[config.mk]
export PLATFORM = sky130hd
export DESIGN_NAME = uvsf_sine
export DESIGN_NICKNAME = d
export VERILOG_FILES = /design/src/rtl/uvsf_pkg.sv /design/src/rtl/uvsf_sine.sv
export SDC_FILE = /design/constraint.sdc
export NUM_CORES = 2
export LEC_CHECK = 0
export BUFFER_PORTS_ARGS = -buffer_cell sky130_fd_sc_hd__buf_2
export CORE_ASPECT_RATIO = 0.8
export CORE_MARGIN = 4
export CORE_UTILIZATION = 45
export CTS_CLUSTER_SIZE = 14
export DETAILED_ROUTE_END_ITERATION = 6
export PLACE_DENSITY_LB_ADDON = 0.08
export SETUP_SLACK_MARGIN = 0.1
export SKIP_LAST_GASP = 1
export SLEW_MARGIN = 20
export SYNTH_ARGS = -nofsm -noshare
export SYNTH_HDL_FRONTEND = slang
export SYNTH_SLANG_ARGS = --single-unit
[constraint.sdc]
create_clock -name i_clk -period 23.6 [get_ports i_clk]
set_input_delay 2.36 -clock i_clk [delete_from_list [all_inputs] [get_ports i_clk]]
set_output_delay 2.36 -clock i_clk [all_outputs]
set_load 0.02 [all_outputs]
[src/rtl/uvsf_pkg.sv]
// Shared types, constants and arithmetic helpers for the UV sphere facet generator.
// Used by uvsf_div_cell, uvsf_sine and uv_sphere_facet_generator_top; depends on nothing.
package uvsf_pkg;

    localparam int MAX_RINGS    = 256;
    localparam int MAX_SECTIONS = 256;
    localparam int CNT_W        = 9;
    localparam int RAD_W        = 15;
    localparam int IDX_W        = 8;
    localparam int COORD_W      = 16;
    localparam int PHASE_W      = 16;

    // Divider: 17 quotient bits, one per cell; the divisor enters shifted by 16.
    localparam int DIV_STEPS = 17;
    localparam int REM_W     = 25;

    // Register stages of one sine unit.
    localparam int SINE_LAT = 6;

    localparam logic [CNT_W-1:0] RING_RESET    = CNT_W'(40);
    localparam logic [CNT_W-1:0] SECTION_RESET = CNT_W'(40);
    localparam logic [RAD_W-1:0] RADIUS_RESET  = RAD_W'(16384);
    localparam logic [CNT_W-1:0] RING_CLAMP    = CNT_W'(MAX_RINGS);
    localparam logic [CNT_W-1:0] SECTION_CLAMP = CNT_W'(MAX_SECTIONS);

    // Sine polynomial coefficients in Q16.
    localparam logic [16:0] COEF_A = 17'd102944;
    localparam logic [15:0] COEF_B = 16'd42047;
    localparam logic [12:0] COEF_C = 13'd4639;

    localparam logic [PHASE_W-1:0] QUARTER_TURN = PHASE_W'(16384);

    typedef enum logic [1:0] {
        CFG_RING_COUNT    = 2'd0,
        CFG_SECTION_COUNT = 2'd1,
        CFG_SPHERE_RADIUS = 2'd2
    } t_cfg_reg;

    typedef struct packed {
        logic [IDX_W-1:0] row_index;
        logic [IDX_W-1:0] column_index;
    } t_cell_item;

    typedef struct packed {
        logic signed [COORD_W-1:0] first_x;
        logic signed [COORD_W-1:0] first_y;
        logic signed [COORD_W-1:0] first_z;
        logic signed [COORD_W-1:0] second_x;
        logic signed [COORD_W-1:0] second_y;
        logic signed [COORD_W-1:0] second_z;
        logic signed [COORD_W-1:0] third_x;
        logic signed [COORD_W-1:0] third_y;
        logic signed [COORD_W-1:0] third_z;
        logic                      last_facet;
        logic                      index_error;
    } t_result_item;

    typedef struct packed {
        logic [REM_W-1:0]     rem;
        logic [REM_W-1:0]     dsh;
        logic [DIV_STEPS-1:0] quo;
    } t_div_lane;

    // One beat is one ring of the cell: beat 0 the upper ring, beat 1 the lower one.
    typedef struct packed {
        logic valid;
        logic sub;
        logic err;
        logic north;
        logic south;
    } t_beat_tag;

    function automatic t_div_lane div_step(input t_div_lane l);
        t_div_lane r;
        logic      ge;
        ge    = (l.rem >= l.dsh);
        r.rem = ge ? (l.rem - l.dsh) : l.rem;
        r.dsh = l.dsh >> 1;
        r.quo = {l.quo[DIV_STEPS-2:0], ge};
        return r;
    endfunction

    // Q1.15 product rounded half away from zero.
    function automatic logic signed [COORD_W-1:0] q15_mul(
        input logic signed [COORD_W-1:0] a,
        input logic signed [COORD_W-1:0] b
    );
        logic [15:0] ua;
        logic [15:0] ub;
        logic [31:0] prod;
        logic [15:0] mag;
        logic        neg;
        neg  = a[15] ^ b[15];
        ua   = a[15] ? (~a + 16'd1) : a;
        ub   = b[15] ? (~b + 16'd1) : b;
        prod = {16'd0, ua} * {16'd0, ub};
        prod = prod + 32'd16384;
        mag  = prod[30:15];
        return neg ? signed'(~mag + 16'd1) : signed'(mag);
    endfunction

endpackage

[src/rtl/uvsf_sine.sv]
// Pipelined Q1.15 sine of a 16-bit phase, six register stages, at most one multiply per stage.
// Depends on uvsf_pkg for the polynomial coefficients.
module uvsf_sine (
    input  logic               i_clk,
    input  logic [15:0]        i_phase,
    output logic signed [15:0] o_value
);

    logic [14:0]        r_x0, r_x1, r_x2s, r_x3;
    logic               r_neg0, r_neg1, r_neg2, r_neg3, r_neg4;
    logic [14:0]        r_sq1, r_sq2;
    logic [12:0]        r_t1;
    logic [15:0]        r_t2;
    logic [14:0]        r_mag;
    logic signed [15:0] r_out;

    logic [14:0] x_fold;
    logic [29:0] p1;
    logic [27:0] p2;
    logic [15:0] bm;
    logic [31:0] p3;
    logic [16:0] am;
    logic [32:0] p4;
    logic [17:0] shifted;

    always_comb begin
        // Fold the phase into the first quadrant; odd quadrants run backward.
        x_fold  = i_phase[14] ? (15'd16384 - {1'b0, i_phase[13:0]}) : {1'b0, i_phase[13:0]};
        p1      = {15'd0, r_x0} * {15'd0, r_x0};
        p2      = {15'd0, uvsf_pkg::COEF_C} * {13'd0, r_sq1};
        bm      = uvsf_pkg::COEF_B - {3'd0, r_t1};
        p3      = {16'd0, bm} * {17'd0, r_sq2};
        am      = uvsf_pkg::COEF_A - {1'b0, r_t2};
        p4      = ({16'd0, am} * {18'd0, r_x3}) + 33'd16384;
        shifted = p4[32:15];
    end

    always_ff @(posedge i_clk) begin
        r_x0   <= x_fold;
        r_neg0 <= i_phase[15];

        r_sq1  <= p1[28:14];
        r_x1   <= r_x0;
        r_neg1 <= r_neg0;

        r_t1   <= p2[26:14];
        r_sq2  <= r_sq1;
        r_x2s  <= r_x1;
        r_neg2 <= r_neg1;

        r_t2   <= p3[29:14];
        r_x3   <= r_x2s;
        r_neg3 <= r_neg2;

        r_mag  <= (shifted > 18'd32767) ? 15'd32767 : shifted[14:0];
        r_neg4 <= r_neg3;

        r_out  <= r_neg4 ? signed'(16'd0 - {1'b0, r_mag}) : signed'({1'b0, r_mag});
    end

    assign o_value = r_out;

endmodule

**Word level (Yosys, flattened, before mapping)**

Index checks and enable logic that the tools add are counted.

- Word-level logic and storage cells: 29
- Register bits: 155
- Output and inout port bits: 16

- Multiplexer cells: 2
- Order comparisons: 1
- Add/sub/neg operators: 5
- $mul: 4

Operators with widths:

| cell | count |
|---|---|
| adder 32 x 15 -> 33 bit (second input constant) | 1 |
| multiplier 17 x 15 -> 32 bit | 1 |
| multiplier 16 x 15 -> 30 bit | 1 |
| multiplier 15 x 15 -> 29 bit | 1 |
| multiplier 13 x 15 -> 27 bit (first input constant) | 1 |
| > comparator 18 x 15 -> 1 bit (second input constant) | 1 |
| subtractor 17 x 16 -> 17 bit (first input constant) | 1 |
| subtractor 1 x 15 -> 16 bit (first input constant) | 1 |
| subtractor 16 x 13 -> 16 bit (first input constant) | 1 |
| 2-to-1 mux 15 bit | 1 |
| subtractor 15 x 14 -> 15 bit (first input constant) | 1 |
| 2-to-1 mux 14 bit | 1 |

**Longest topological paths before layout**

- Depth in word-level cells: 4
- Gate-level depth with buffers: 33

**Worst setup path before layout**

OpenSTA, ideal clock, no wires.

- Kind: reg2reg
- Start point: reg r_t2[0]
- End point: reg r_mag[3]
- Slack: 16,211 ps
- Required time: 23,475 ps
- Arrival time: 7,265 ps
- Library setup time: 125 ps
- Cell stages (with the launch flop): 32
- Path through: dfxtp_1 inv_1 ha_1 nand2_1 o21ai_0 nand2_1 o21ai_0 a21boi_0 nor2_1 xnor2_1 clkbuf_1 nand2_1 fa_1 fa_1 inv_1 fa_1 fa_1 fa_1 inv_1 fa_1 inv_1 ha_1 a21o_1 a21o_1 a21oi_1 o21ai_0 nor2_2 o21ai_2 o41ai_2 mux2i_2 buf_6 o22ai_2

- Word-level cells in the longest chain between the ends: 4

Ends and longest elaborated chain:

| element | line | source |
|---|---|---|
| from (decl) | uvsf_sine.sv:13 | `logic [15:0] r_t2;` |
| from (signal assigned) | uvsf_sine.sv:51 | `r_t2 <= p3[29:14];` |
| subtractor 17 x 16 -> 17 bit (*) | uvsf_sine.sv:33 | `am = uvsf_pkg::COEF_A - {1'b0, r_t2};` |
| multiplier 17 x 15 -> 32 bit (*) | uvsf_sine.sv:34 | `p4 = ({16'd0, am} * {18'd0, r_x3}) + 33'd16384;` |
| adder 32 x 15 -> 33 bit (*) | uvsf_sine.sv:34 |  |
| > comparator 18 x 15 -> 1 bit | uvsf_sine.sv:55 | `r_mag <= (shifted > 18'd32767) ? 15'd32767 : shifted[14:0];` |
| to (signal assigned) | uvsf_sine.sv:55 |  |
| to (decl) | uvsf_sine.sv:14 | `logic [14:0] r_mag;` |

Every way passes the cells marked *; elsewhere a longest branch is shown, timed or not.
A chain may end at the register's enable or synchronous reset.

**Final worst setup path**

- Start point: reg r_t2[0]
- End point: reg r_mag[5]

The elaborated chain is that of the path after synthesis.

==> metrics.md <==
| Metric | Value |
|---|---|
| Worst Setup End Kind | `register` |
| # port buffers | `32` |
| Post-CTS Hold Buffers | `0` |
| Hold Path Stages | `0` |
| DR vias/cell | `about 5` |
| Max Freq | `~120 MHz` |
| Drt drc | `0` |
| R2r startpoint | `r_t2[0]$_DFF_P_` |
| Dpl hpwl | `a little under 50000 microns` |
| Most used cell, CP | `fa_1` |
| CTS tree | `yes` |
| Final worst-path cycle share | `36.2%` |
| Max-slew headroom | `about 28%` |
| R2R depth | `29` |
| Total GRT Usage | `19.9%` |
| Synth unique cells | `73` |
| Largest net degree at the start of global routing | `19` |
| Antenna violations before repair | `0` |
| Clock-pin slew on the worst setup and hold paths | `roughly 0.08 ns` |
| Max_cap viols | `0` |
| Global-route wire length before repair | `between 100000 and 150000 microns` |
| Worst-skew pair later-pin latency | `between 0.4 and 0.5 ns` |
| First-pass detailed-route iteration total | `5` |
| I/O pin cnt | `33` |
| Post-Place Setup Slack | `about 15 ns` |
| Post-synth ARST share | `0%` |
| Antenna-violating nets left | `0` |
| Core ar. | `between 0.06 and 0.07 sq mm` |
| Antenna Cells | `0` |
| Hold wc startpoint | `r_x1[1]$_DFF_P_` |
| CP startpoint kind | `register` |
| TNS Setup | `0 ns` |
| Cell taking the most area after synthesis | `fa_1` |
| CP max stage cell | `mux2i_2` |
| Row Count | `80` |
| Final worst path period need | `8.54 ns` |
| Crit. Startpoint | `r_t2[0]$_DFF_P_` |
| Synthesized flop and latch total | `around 160` |
| Final Setup Violations | `0` |
| Setup ws final | `15.06 ns` |
| Area share of the largest cell type after synthesis | `roughly two fifths` |
| Top FF cell, synth | `dfxtp_1` |
| Vias | `between 15000 and 20000` |
| Die W | `284 microns` |
| Final Core Density | `48.4%` |
| Syn Std Cell Area | `0.0275 sq mm` |
| Mapped Avg Cell Area | `between 9 and 10 sq um` |
| CTS buffer count | `17` |
| Worst Clk Skew | `~0.018 ns` |
| Top post-synthesis cells by area | `fa_1 40%, ha_1 17%, dfxtp_1 11%` |
| Total routed wirelength | `60900 microns` |
| Area growth, synth to finish | `5.88%` |
| GR Overflow Total | `0` |
| Clock Path Buffers | `2` |
| DIE AREA | `0.0651 sq mm` |
| Resize count post-CTS | `0` |
| Wirelength per Cell | `roughly 17 microns` |
| Post-CTS Setup Repair Bufs | `0` |
| Post-synth EDFFs | `0` |
| Final #Nets | `3751` |
| CP max stage delay | `0.67 ns` |
| YS warnings | `0` |
| WP data arrival | `between 8 and 9 ns` |
| Share of layout cells above drive strength 1 | `3.77%` |
| Mapped Nets | `~3800` |
| CP required | `approximately 24 ns` |
| Slew @ Worst Pin | `about 1.1 ns` |
| Outcome | `complete, no violations` |
| Max-slew violation count | `0` |
| Hold Fails Final Rpt | `0` |
| Hold WC Path Type | `register to register` |
| WS Path Type | `register to register` |
| Sequential-to-total area share from yosys stat | `a little under an eighth` |
| Clock root buffer | `clkbuf_16` |
| H-tree depth | `4` |
| Clock sinks | `about 160` |
| RD Place Congestion | `0.808` |
| Initial DRC Count | `792` |
| Crit Path Max Fanout | `16` |
| Die H | `approximately 230 microns` |
| Number of global-route vias before repair | `roughly 20000` |
| RSZ-0062 raised after global routing | `false` |
| Post-Synthesis Cells | `2817` |
| Starting Density | `a little under half` |
synthesized netlist by cell type, types with 3 or more instances:
master	count
a211oi_1	3
a21o_1	13
a21oi_1	44
a31oi_1	4
and2_1	218
and3_1	4
buf_2	3
clkbuf_1	78
dfxtp_1	155
fa_1	551
ha_1	381
inv_1	620
nand2_1	297
nand2b_1	62
nand3_1	14
nand4_1	7
nor2_1	53
nor2b_1	41
nor3_1	18
o211ai_1	4
o21a_1	9
o21ai_0	40
o21ai_1	6
o21bai_1	5
o31a_1	3
o31ai_1	9
or3_1	10
or4_1	3
xnor2_1	83
xor2_1	25
state kept, by name (all words and copies together), names as in the netlist, 13 cells and up:
signal   cells
r_x1        15
r_x0        15
r_x3        15
r_t2        16
r_sq2       15
r_sq1       15
r_t1        13
r_x2s       15
r_mag       15
o_value     16
cell usage in the layout (no fill, tap or decap), types with 3 or more instances in the layout:
cell type,count
inv_1,620
fa_1,551
ha_1,381
nand2_1,297
and2_1,218
dfxtp_1,155
xnor2_1,77
nand2b_1,62
nor2_1,53
a21oi_1,44
nor2b_1,41
o21ai_0,40
buf_2,32
xor2_1,25
nor3_1,18
buf_4,18
clkbuf_16,17
nand3_1,14
a21o_1,13
or3_1,10
o31ai_1,9
o21a_1,9
xnor2_2,7
nand4_1,7
o21ai_1,6
o21bai_1,5
o211ai_1,4
a31oi_1,4
and3_1,4
inv_8,4
inv_6,4
or4_1,3
a211oi_1,3
o31a_1,3
clkinvlp_4,3
bufinv_16,3
critical path: cells and delay by family, from the launching register on:
family | cells | cell delay [ns]
xor+xnor | 1 | 0.64
buf+inv | 4 | 0.31
simple gates | 5 | 0.72
mux | 1 | 0.67
compound gates | 10 | 1.87
flops | 1 | 0.64
fa+ha+maj | 8 | 3.55
layout make-up:
class                           count  area (sq um)
Clock inverter                     15           201
Tap cell                          779           975
Sequential cell                   155          3100
Clock buffer                       17           425
Inverter                          620          2330
Multi-Input combinational cell   1958         21700
Timing Repair Buffer               50           295
Fill cell                        5645         31000
logic make-up after synthesis:
family / share of synthesized area (%)
flip-flops: 11.3
multiplexers: 0.169
XOR/XNOR: 3.50
adder cells (fa/ha/maj): 57.5
buffers and inverters: 9.66
AO/OA/AOI/OAI: 4.17
AND/OR/NAND/NOR: 13.7
worst paths after layout:
kind	slack (ns)	endpoint
max	15.06	r_mag[5]$_SDFF_PN1_
min	0.33	r_x2s[1]$_DFF_P_
max reg2reg	15.06	r_mag[5]$_SDFF_PN1_
min reg2reg	0.33	r_x2s[1]$_DFF_P_
per-stage QoR:
stage	std cells	instance area, sq um	hold WS [ns]
finish	3594	29100	0.325
global route	3594	29100	0.333
CTS	3594	29100	0.327
detailed placement	3562	28400	0.312
global placement	3562	28400	0.311
floorplan	2817	27500	0.310
per-layer routing:
| layer | GRT usage (%) | wire length, microns | share of wire [%] |
|---|---|---|---|
| met5 | 0 | 0 | 0 |
| met4 | 3.73 | 782 | 1.3 |
| met3 | 2.41 | 1830 | 3.0 |
| met2 | 32.8 | 28200 | 46 |
| met1 | 28.7 | 30100 | 49 |
Power is not shown: default switching activity piles up to over one toggle a cycle in this logic, so the estimate is an artifact.
