## config.mk

```make
export PLATFORM = sky130hd
export DESIGN_NAME = uvsf_div_cell
export DESIGN_NICKNAME = d
export VERILOG_FILES = /design/src/rtl/uvsf_pkg.sv /design/src/rtl/uvsf_div_cell.sv
export SDC_FILE = /design/constraint.sdc
export NUM_CORES = 1
export LEC_CHECK = 0
export BUFFER_PORTS_ARGS = -buffer_cell sky130_fd_sc_hd__buf_2
export CORE_MARGIN = 4
export CORE_UTILIZATION = 51
export DETAILED_ROUTE_END_ITERATION = 12
export PLACE_DENSITY = 0.86
export SYNTH_ARGS = -nofsm -noshare
export SYNTH_HDL_FRONTEND = slang
export SYNTH_SLANG_ARGS = --single-unit
```

## constraint.sdc

```tcl
create_clock -name i_clk -period 7.48 [get_ports i_clk]
set_input_delay 0.374 -clock i_clk [delete_from_list [all_inputs] [get_ports i_clk]]
set_output_delay 0.374 -clock i_clk [all_outputs]
set_load 0.02 [all_outputs]
```

## src/rtl/uvsf_pkg.sv

```systemverilog
// Shared types, constants and arithmetic helpers for the UV sphere facet generator.
// Used by uvsf_div_cell, uvsf_sine and uv_sphere_facet_generator_top; depends on nothing.
package uvsf_pkg;

    localparam int MAX_RINGS    = 256;
    localparam int MAX_SECTIONS = 256;
    localparam int CNT_W        = 9;
    localparam int RAD_W        = 15;
    localparam int IDX_W        = 8;
    localparam int COORD_W      = 16;
    localparam int PHASE_W      = 16;

    // Divider: 17 quotient bits, one per cell; the divisor enters shifted by 16.
    localparam int DIV_STEPS = 17;
    localparam int REM_W     = 25;

    // Register stages of one sine unit.
    localparam int SINE_LAT = 6;

    localparam logic [CNT_W-1:0] RING_RESET    = CNT_W'(40);
    localparam logic [CNT_W-1:0] SECTION_RESET = CNT_W'(40);
    localparam logic [RAD_W-1:0] RADIUS_RESET  = RAD_W'(16384);
    localparam logic [CNT_W-1:0] RING_CLAMP    = CNT_W'(MAX_RINGS);
    localparam logic [CNT_W-1:0] SECTION_CLAMP = CNT_W'(MAX_SECTIONS);

    // Sine polynomial coefficients in Q16.
    localparam logic [16:0] COEF_A = 17'd102944;
    localparam logic [15:0] COEF_B = 16'd42047;
    localparam logic [12:0] COEF_C = 13'd4639;

    localparam logic [PHASE_W-1:0] QUARTER_TURN = PHASE_W'(16384);

    typedef enum logic [1:0] {
        CFG_RING_COUNT    = 2'd0,
        CFG_SECTION_COUNT = 2'd1,
        CFG_SPHERE_RADIUS = 2'd2
    } t_cfg_reg;

    typedef struct packed {
        logic [IDX_W-1:0] row_index;
        logic [IDX_W-1:0] column_index;
    } t_cell_item;

    typedef struct packed {
        logic signed [COORD_W-1:0] first_x;
        logic signed [COORD_W-1:0] first_y;
        logic signed [COORD_W-1:0] first_z;
        logic signed [COORD_W-1:0] second_x;
        logic signed [COORD_W-1:0] second_y;
        logic signed [COORD_W-1:0] second_z;
        logic signed [COORD_W-1:0] third_x;
        logic signed [COORD_W-1:0] third_y;
        logic signed [COORD_W-1:0] third_z;
        logic                      last_facet;
        logic                      index_error;
    } t_result_item;

    typedef struct packed {
        logic [REM_W-1:0]     rem;
        logic [REM_W-1:0]     dsh;
        logic [DIV_STEPS-1:0] quo;
    } t_div_lane;

    // One beat is one ring of the cell: beat 0 the upper ring, beat 1 the lower one.
    typedef struct packed {
        logic valid;
        logic sub;
        logic err;
        logic north;
        logic south;
    } t_beat_tag;

    function automatic t_div_lane div_step(input t_div_lane l);
        t_div_lane r;
        logic      ge;
        ge    = (l.rem >= l.dsh);
        r.rem = ge ? (l.rem - l.dsh) : l.rem;
        r.dsh = l.dsh >> 1;
        r.quo = {l.quo[DIV_STEPS-2:0], ge};
        return r;
    endfunction

    // Q1.15 product rounded half away from zero.
    function automatic logic signed [COORD_W-1:0] q15_mul(
        input logic signed [COORD_W-1:0] a,
        input logic signed [COORD_W-1:0] b
    );
        logic [15:0] ua;
        logic [15:0] ub;
        logic [31:0] prod;
        logic [15:0] mag;
        logic        neg;
        neg  = a[15] ^ b[15];
        ua   = a[15] ? (~a + 16'd1) : a;
        ub   = b[15] ? (~b + 16'd1) : b;
        prod = {16'd0, ua} * {16'd0, ub};
        prod = prod + 32'd16384;
        mag  = prod[30:15];
        return neg ? signed'(~mag + 16'd1) : signed'(mag);
    endfunction

endpackage

```

## src/rtl/uvsf_div_cell.sv

```systemverilog
// One cell of the divider chain: one restoring quotient bit for the ring lane and
// the section lane. Depends on uvsf_pkg.
module uvsf_div_cell (
    input  logic                 i_clk,
    input  logic                 i_rst_n,
    input  uvsf_pkg::t_div_lane  i_theta,
    input  uvsf_pkg::t_div_lane  i_phi,
    input  uvsf_pkg::t_beat_tag  i_tag,
    output uvsf_pkg::t_div_lane  o_theta,
    output uvsf_pkg::t_div_lane  o_phi,
    output uvsf_pkg::t_beat_tag  o_tag
);

    uvsf_pkg::t_div_lane r_theta;
    uvsf_pkg::t_div_lane r_phi;
    uvsf_pkg::t_beat_tag r_tag;

    always_ff @(posedge i_clk) begin
        r_theta <= uvsf_pkg::div_step(i_theta);
        r_phi   <= uvsf_pkg::div_step(i_phi);
    end

    always_ff @(posedge i_clk) begin
        if (!i_rst_n) begin
            r_tag <= '0;
        end else begin
            r_tag <= i_tag;
        end
    end

    assign o_theta = r_theta;
    assign o_phi   = r_phi;
    assign o_tag   = r_tag;

endmodule

```

Yosys cells after proc, flatten, opt, wreduce, memory -nomap -nowiden
Cells that the tools add are included.
Operators by class
  $lt $le $gt $ge: 2
  muxes and demuxes: 2
  reduce and logical (&&, ||, !) cells: 0
  add/sub/neg operators: 2
  shifts and indexed selects: 0
  bitwise gates (word level): 0
  divide/modulo/power cells: 0
  multipliers: 0
  equality and inequality tests: 0
Operator list (number)
  25-bit >= comparator: 2
  25-bit two-way mux: 2
  25-bit subtractor: 2
Storage, ports and cells
  bits in latches: 0
  logic and storage cells: 17
  register bits: 137
  input port bits: 141
  memories kept: 0
  memory bits (writable): 0
  bits in read-only memories: 0
  output and inout port bits: 139

Depth between registers and ports, before layout
  depth after elaboration: 2
  gate-level depth with buffers: 14
  depth with buffers taken out: 12

Worst setup path after synthesis
Ideal clock, no wire load.
  path kind: input -> register
  start point: in i_phi[18] (netlist bit)
  end point: reg r_phi, in the netlist o_phi[49]
  arrival time: 3.041 ns
  cell stages on the path: 12
  setup slack: 4.318 ns
  buffers on the path: 1
  required time: 7.359 ns
  library setup time: 0.121 ns
  cells stage by stage: inv_1 -> ha_1 -> nor2b_4 -> o2111a_1 -> o311a_1 -> nor2_4 -> a31oi_2 -> a211oi_2 -> a21oi_2 -> a311oi_4 -> buf_6 -> mux2_4
Between the ends
  cells in the longest elaborated chain, start to end: 2
  elaborated cells on any way between the ends: 3
  classes of those cells: add/sub (1); order compare (1); mux (1)
Ends and longest elaborated chain
  from (decl): RTL line uvsf_div_cell.sv:7  | input uvsf_pkg::t_div_lane i_phi,
  25-bit subtractor / 25-bit >= comparator (equally long branches): RTL line uvsf_pkg.sv:77, uvsf_pkg.sv:76
  25-bit two-way mux (*): RTL line uvsf_pkg.sv:77  | r.rem = ge ? (l.rem - l.dsh) : l.rem;
  to (signal assigned): RTL line uvsf_div_cell.sv:20  | r_phi <= uvsf_pkg::div_step(i_phi);
  to (decl): RTL line uvsf_div_cell.sv:15  | uvsf_pkg::t_div_lane r_phi;
Every way passes the cells marked *; elsewhere a longest branch is shown, timed or not.
A chain may end at the register's enable or synchronous reset.

Worst setup path in the final report
  start point: in i_phi[18] (netlist bit)
  end point: reg r_phi, in the netlist o_phi[44]
Same word-level chain as after synthesis.

==> impl_metrics.prom <==
# TYPE chip_impl_metric gauge
chip_impl_metric{name="remaining_drc_errors",unit=""} 0
chip_impl_metric{name="final_max_slew_viol_count",unit=""} 0
chip_impl_metric{name="internal_power",unit="mW"} 1.594
chip_impl_metric{name="gr-usage-all-layers",unit="%"} 25.14
chip_impl_info{name="worstSetupPathType",value="in2reg"} 1
chip_impl_metric{name="synthDominantCellAreaShare",unit="%"} 44.84
chip_impl_info{name="timing.hold.worst.start",value="i_theta[11]"} 1
chip_impl_metric{name="global_route.overflow_total",unit=""} 0
chip_impl_metric{name="drt-total-wl",unit="mm"} 17.52
chip_impl_info{name="clock-root-buffer",value="clkbuf_16"} 1
chip_impl_metric{name="postRouteAntennaNets",unit=""} 0
chip_impl_metric{name="hpwl",unit="mm"} 13.66
chip_impl_metric{name="drive_above_1_share",unit="%"} 38.21
chip_impl_metric{name="clkTransAtPathRegs",unit="ns"} 0.06
chip_impl_metric{name="maxClockFrequency",unit="MHz"} 270.3
chip_impl_metric{name="numPortBuffers",unit=""} 275
chip_impl_metric{name="final_period_minus_worst_setup_slack",unit="ns"} 3.699
chip_impl_metric{name="grt_antenna_before_repair",unit=""} 2
chip_impl_metric{name="detailedRoute.firstIterationViolations",unit=""} 253
chip_impl_info{name="synthDominantAreaCellType",value="dfxtp_1"} 1
chip_impl_metric{name="grt_first_pass_wirelength",unit="mm"} 27.54
chip_impl_metric{name="gp_congestion",unit=""} 0.8970
chip_impl_metric{name="diodes",unit=""} 0
chip_impl_metric{name="stdcell_area",unit="mm2"} 0.008253
chip_impl_info{name="path_cells",value="buf_2 -> inv_1 -> ha_1 -> nor2b_4 -> o2111a_1 -> o311a_1 -> nor2_4 -> a31oi_2 -> a211oi_2 -> a21oi_2 -> a311oi_4 -> buf_4 -> mux2_2"} 1
chip_impl_metric{name="start_util",unit="%"} 52.89
chip_impl_metric{name="finalPower",unit="mW"} 2.261
chip_impl_metric{name="finalHoldViolCount",unit=""} 0
chip_impl_metric{name="share_seq_of_total_power",unit="%"} 36.4
chip_impl_metric{name="post_cts.resized_instances",unit=""} 0
chip_impl_info{name="synth_commonest_cells",value="dfxtp_1 (137), inv_1 (64), a21oi_1 (57)"} 1
chip_impl_metric{name="vias_in_the_first_global_route",unit=""} 5636
chip_impl_metric{name="synthesis.area",unit="mm2"} 0.006117
chip_impl_metric{name="tritoncts.num_buffers",unit=""} 17
chip_impl_metric{name="clkSinkCount",unit=""} 137
chip_impl_info{name="rsz0062_at_grt",value="false"} 1
chip_impl_info{name="worst_setup_path_end_kind",value="flip-flop"} 1
chip_impl_metric{name="worstPathMaxFanout",unit=""} 16
chip_impl_metric{name="worst_pin_slew",unit="ns"} 0.8889
chip_impl_metric{name="largest_net_degree_at_the_start_of_global_routing",unit=""} 36
chip_impl_info{name="post-synth-top-count-cell",value="dfxtp_1"} 1
chip_impl_metric{name="i_o_pins",unit=""} 280
chip_impl_metric{name="cellLeakagePower",unit="nW"} 4.255
chip_impl_metric{name="worst_slew_margin_rel",unit="%"} 40.74
chip_impl_metric{name="core_area",unit="mm2"} 0.01156
chip_impl_info{name="most_used_dff_post_synth",value="dfxtp_1"} 1
chip_impl_metric{name="min_delay_path_depth",unit=""} 1
chip_impl_metric{name="crit_arrival",unit="ns"} 4.01
chip_impl_info{name="tritoncts",value="done"} 1
chip_impl_metric{name="finalCritPeriodShare",unit="%"} 49.45
chip_impl_metric{name="drv.max_cap_violation_count",unit=""} 0
chip_impl_info{name="hold_class",value="in2reg"} 1
chip_impl_metric{name="postCtsSetupBuffers",unit=""} 0
chip_impl_info{name="outcome",value="completed"} 1
chip_impl_metric{name="pwr-share-comb",unit="%"} 23.7
chip_impl_info{name="timing.hold.worst_endpoint",value="o_theta[12]"} 1
chip_impl_metric{name="yosys_register_bits",unit=""} 137
chip_impl_metric{name="netSwitchingFraction",unit="%"} 29.48
chip_impl_info{name="critPathSlowestCell",value="a311oi_4"} 1
chip_impl_metric{name="routed_length_per_instance",unit="um"} 16.55
chip_impl_metric{name="clockBufferDepth",unit=""} 2
chip_impl_metric{name="routed-via-count",unit=""} 5500
chip_impl_metric{name="die_w",unit="um"} 117.5
chip_impl_metric{name="cts_hold_repair.buffers",unit=""} 0
chip_impl_metric{name="power.share.clock",unit="%"} 39.9
chip_impl_metric{name="vdd.ir_drop.worst",unit="uV"} 214.4
chip_impl_info{name="critPathLaunchType",value="input port"} 1
chip_impl_metric{name="yosys_warnings",unit=""} 0
chip_impl_metric{name="post_synth.cell_area_avg",unit="um2"} 9.882
chip_impl_metric{name="synthArstFlopShare",unit="%"} 0
chip_impl_metric{name="number_of_setup_violations_in_the_final_report",unit=""} 0
chip_impl_metric{name="power.switching",unit="uW"} 666.4
chip_impl_metric{name="setup_tns",unit="ns"} 0
chip_impl_metric{name="detailed_place.area",unit="mm2"} 0.007614
chip_impl_metric{name="pwr_density_cell",unit="mW/mm2"} 274.0
chip_impl_metric{name="synth_enable_flop_cells",unit=""} 0
chip_impl_metric{name="avgViaCountPerCell",unit=""} 5.194
chip_impl_metric{name="num_rows",unit=""} 39
chip_impl_metric{name="max_stage_delay",unit="ns"} 0.82
chip_impl_metric{name="fp.dieArea",unit="mm2"} 0.01381
chip_impl_metric{name="chipHeight",unit="um"} 117.5
chip_impl_metric{name="area_growth",unit="%"} 34.92
chip_impl_metric{name="seq_area_frac_synth",unit="%"} 44.84
chip_impl_metric{name="drt_pre_antenna_iters",unit=""} 5
chip_impl_metric{name="synth_cell_type_count",unit=""} 61
chip_impl_metric{name="num-nets-final",unit=""} 1096
chip_impl_metric{name="critPathRequiredTime",unit="ns"} 7.79
chip_impl_info{name="ys_top_cells_by_area",value="dfxtp_1 (45%), ha_1 (10%), a21oi_1 (4.7%)"} 1
chip_impl_metric{name="final_core_area_utilization",unit="%"} 71.36
chip_impl_metric{name="postSynthCellCount",unit=""} 619
chip_impl_metric{name="htree_levels",unit=""} 4
cell families after synthesis:
group / Yosys count / share of synthesized area, %
buffers and inverters: 77 / 5.195
other: 1 / 0.06130
multiplexers: 31 / 6.627
adder cells (fa/ha/maj): 52 / 10.88
AND/OR/NAND/NOR: 124 / 10.00
XOR/XNOR: 37 / 5.298
AO/OA/AOI/OAI: 160 / 17.10
flip-flops: 137 / 44.84
power by group through the flow:
stage	Clock (mW)	Combinational (mW)	Sequential, mW
after floorplan	0	0.265	0.934
after global placement	0	0.520	0.835
after detailed placement	0	0.531	0.838
after CTS	0.910	0.537	0.824
after global routing	0.944	0.583	0.829
final	0.901	0.536	0.823
routing by layer:
metal,track usage (%),wire [um],vias to the layer above
li1,-,-,2708
met1,23.86,6229,2524
met2,48.41,9421,230
met3,9.899,1484,34
met4,9.304,359,4
met5,0,27,-
through the flow:
stage / setup slack [ns] / cells / hold WS (ns)
2_1_floorplan: 4.318 / 620 / 0.4017
3_3_place_gp: 3.390 / 1027 / 0.4761
3_5_place_dp: 3.368 / 1027 / 0.4783
4_1_cts: 3.812 / 1059 / 0.03234
5_1_grt: 3.581 / 1059 / 0.02677
6_report: 3.781 / 1059 / 0.04327
cell usage in the layout (no fill, tap or decap), types with 13 or more instances in the layout:
cell type,instances
xnor2_1,28
dfxtp_1,137
inv_1,64
o21ai_0,26
a21oi_1,57
buf_2,275
o21a_1,13
ha_1,50
nor2_1,42
clkbuf_16,17
mux2_4,16
nand2_1,23
a21o_1,14
state kept, by name (all words and copies together) (netlist names):
name and count:
o_theta 66, o_tag 5, o_phi 66
cell type report:
cell class | instances | area [um2]
multi-input cells | 406 | 3060
flip-flops and latches | 137 | 2743
repair buffers | 277 | 1391
clock inverters | 14 | 210.2
clock buffers | 18 | 429.2
well taps | 143 | 178.9
inverters | 64 | 240.2
fillers | 922 | 3312
critical path, delay by kind of cell:
family	cells	cell delay [ns]
compound gates	6	2.01
fa+ha+maj	1	0.31
mux	1	0.38
simple gates	2	0.32
buf+inv	3	0.59
how the worst max path moves through the flow:
stage               startpoint         to  slack, ns  cells after the start
detailed placement   i_phi[18]  o_phi[44]       3.37                     13
global placement     i_phi[18]  o_phi[48]       3.39                     13
floorplan            i_phi[18]  o_phi[49]       4.32                     12
finish               i_phi[18]  o_phi[44]       3.78                     13
CTS                  i_phi[18]  o_phi[44]       3.81                     13
global route         i_phi[18]  o_phi[45]       3.58                     13
Note: power is estimated with default switching activity, not from simulation.
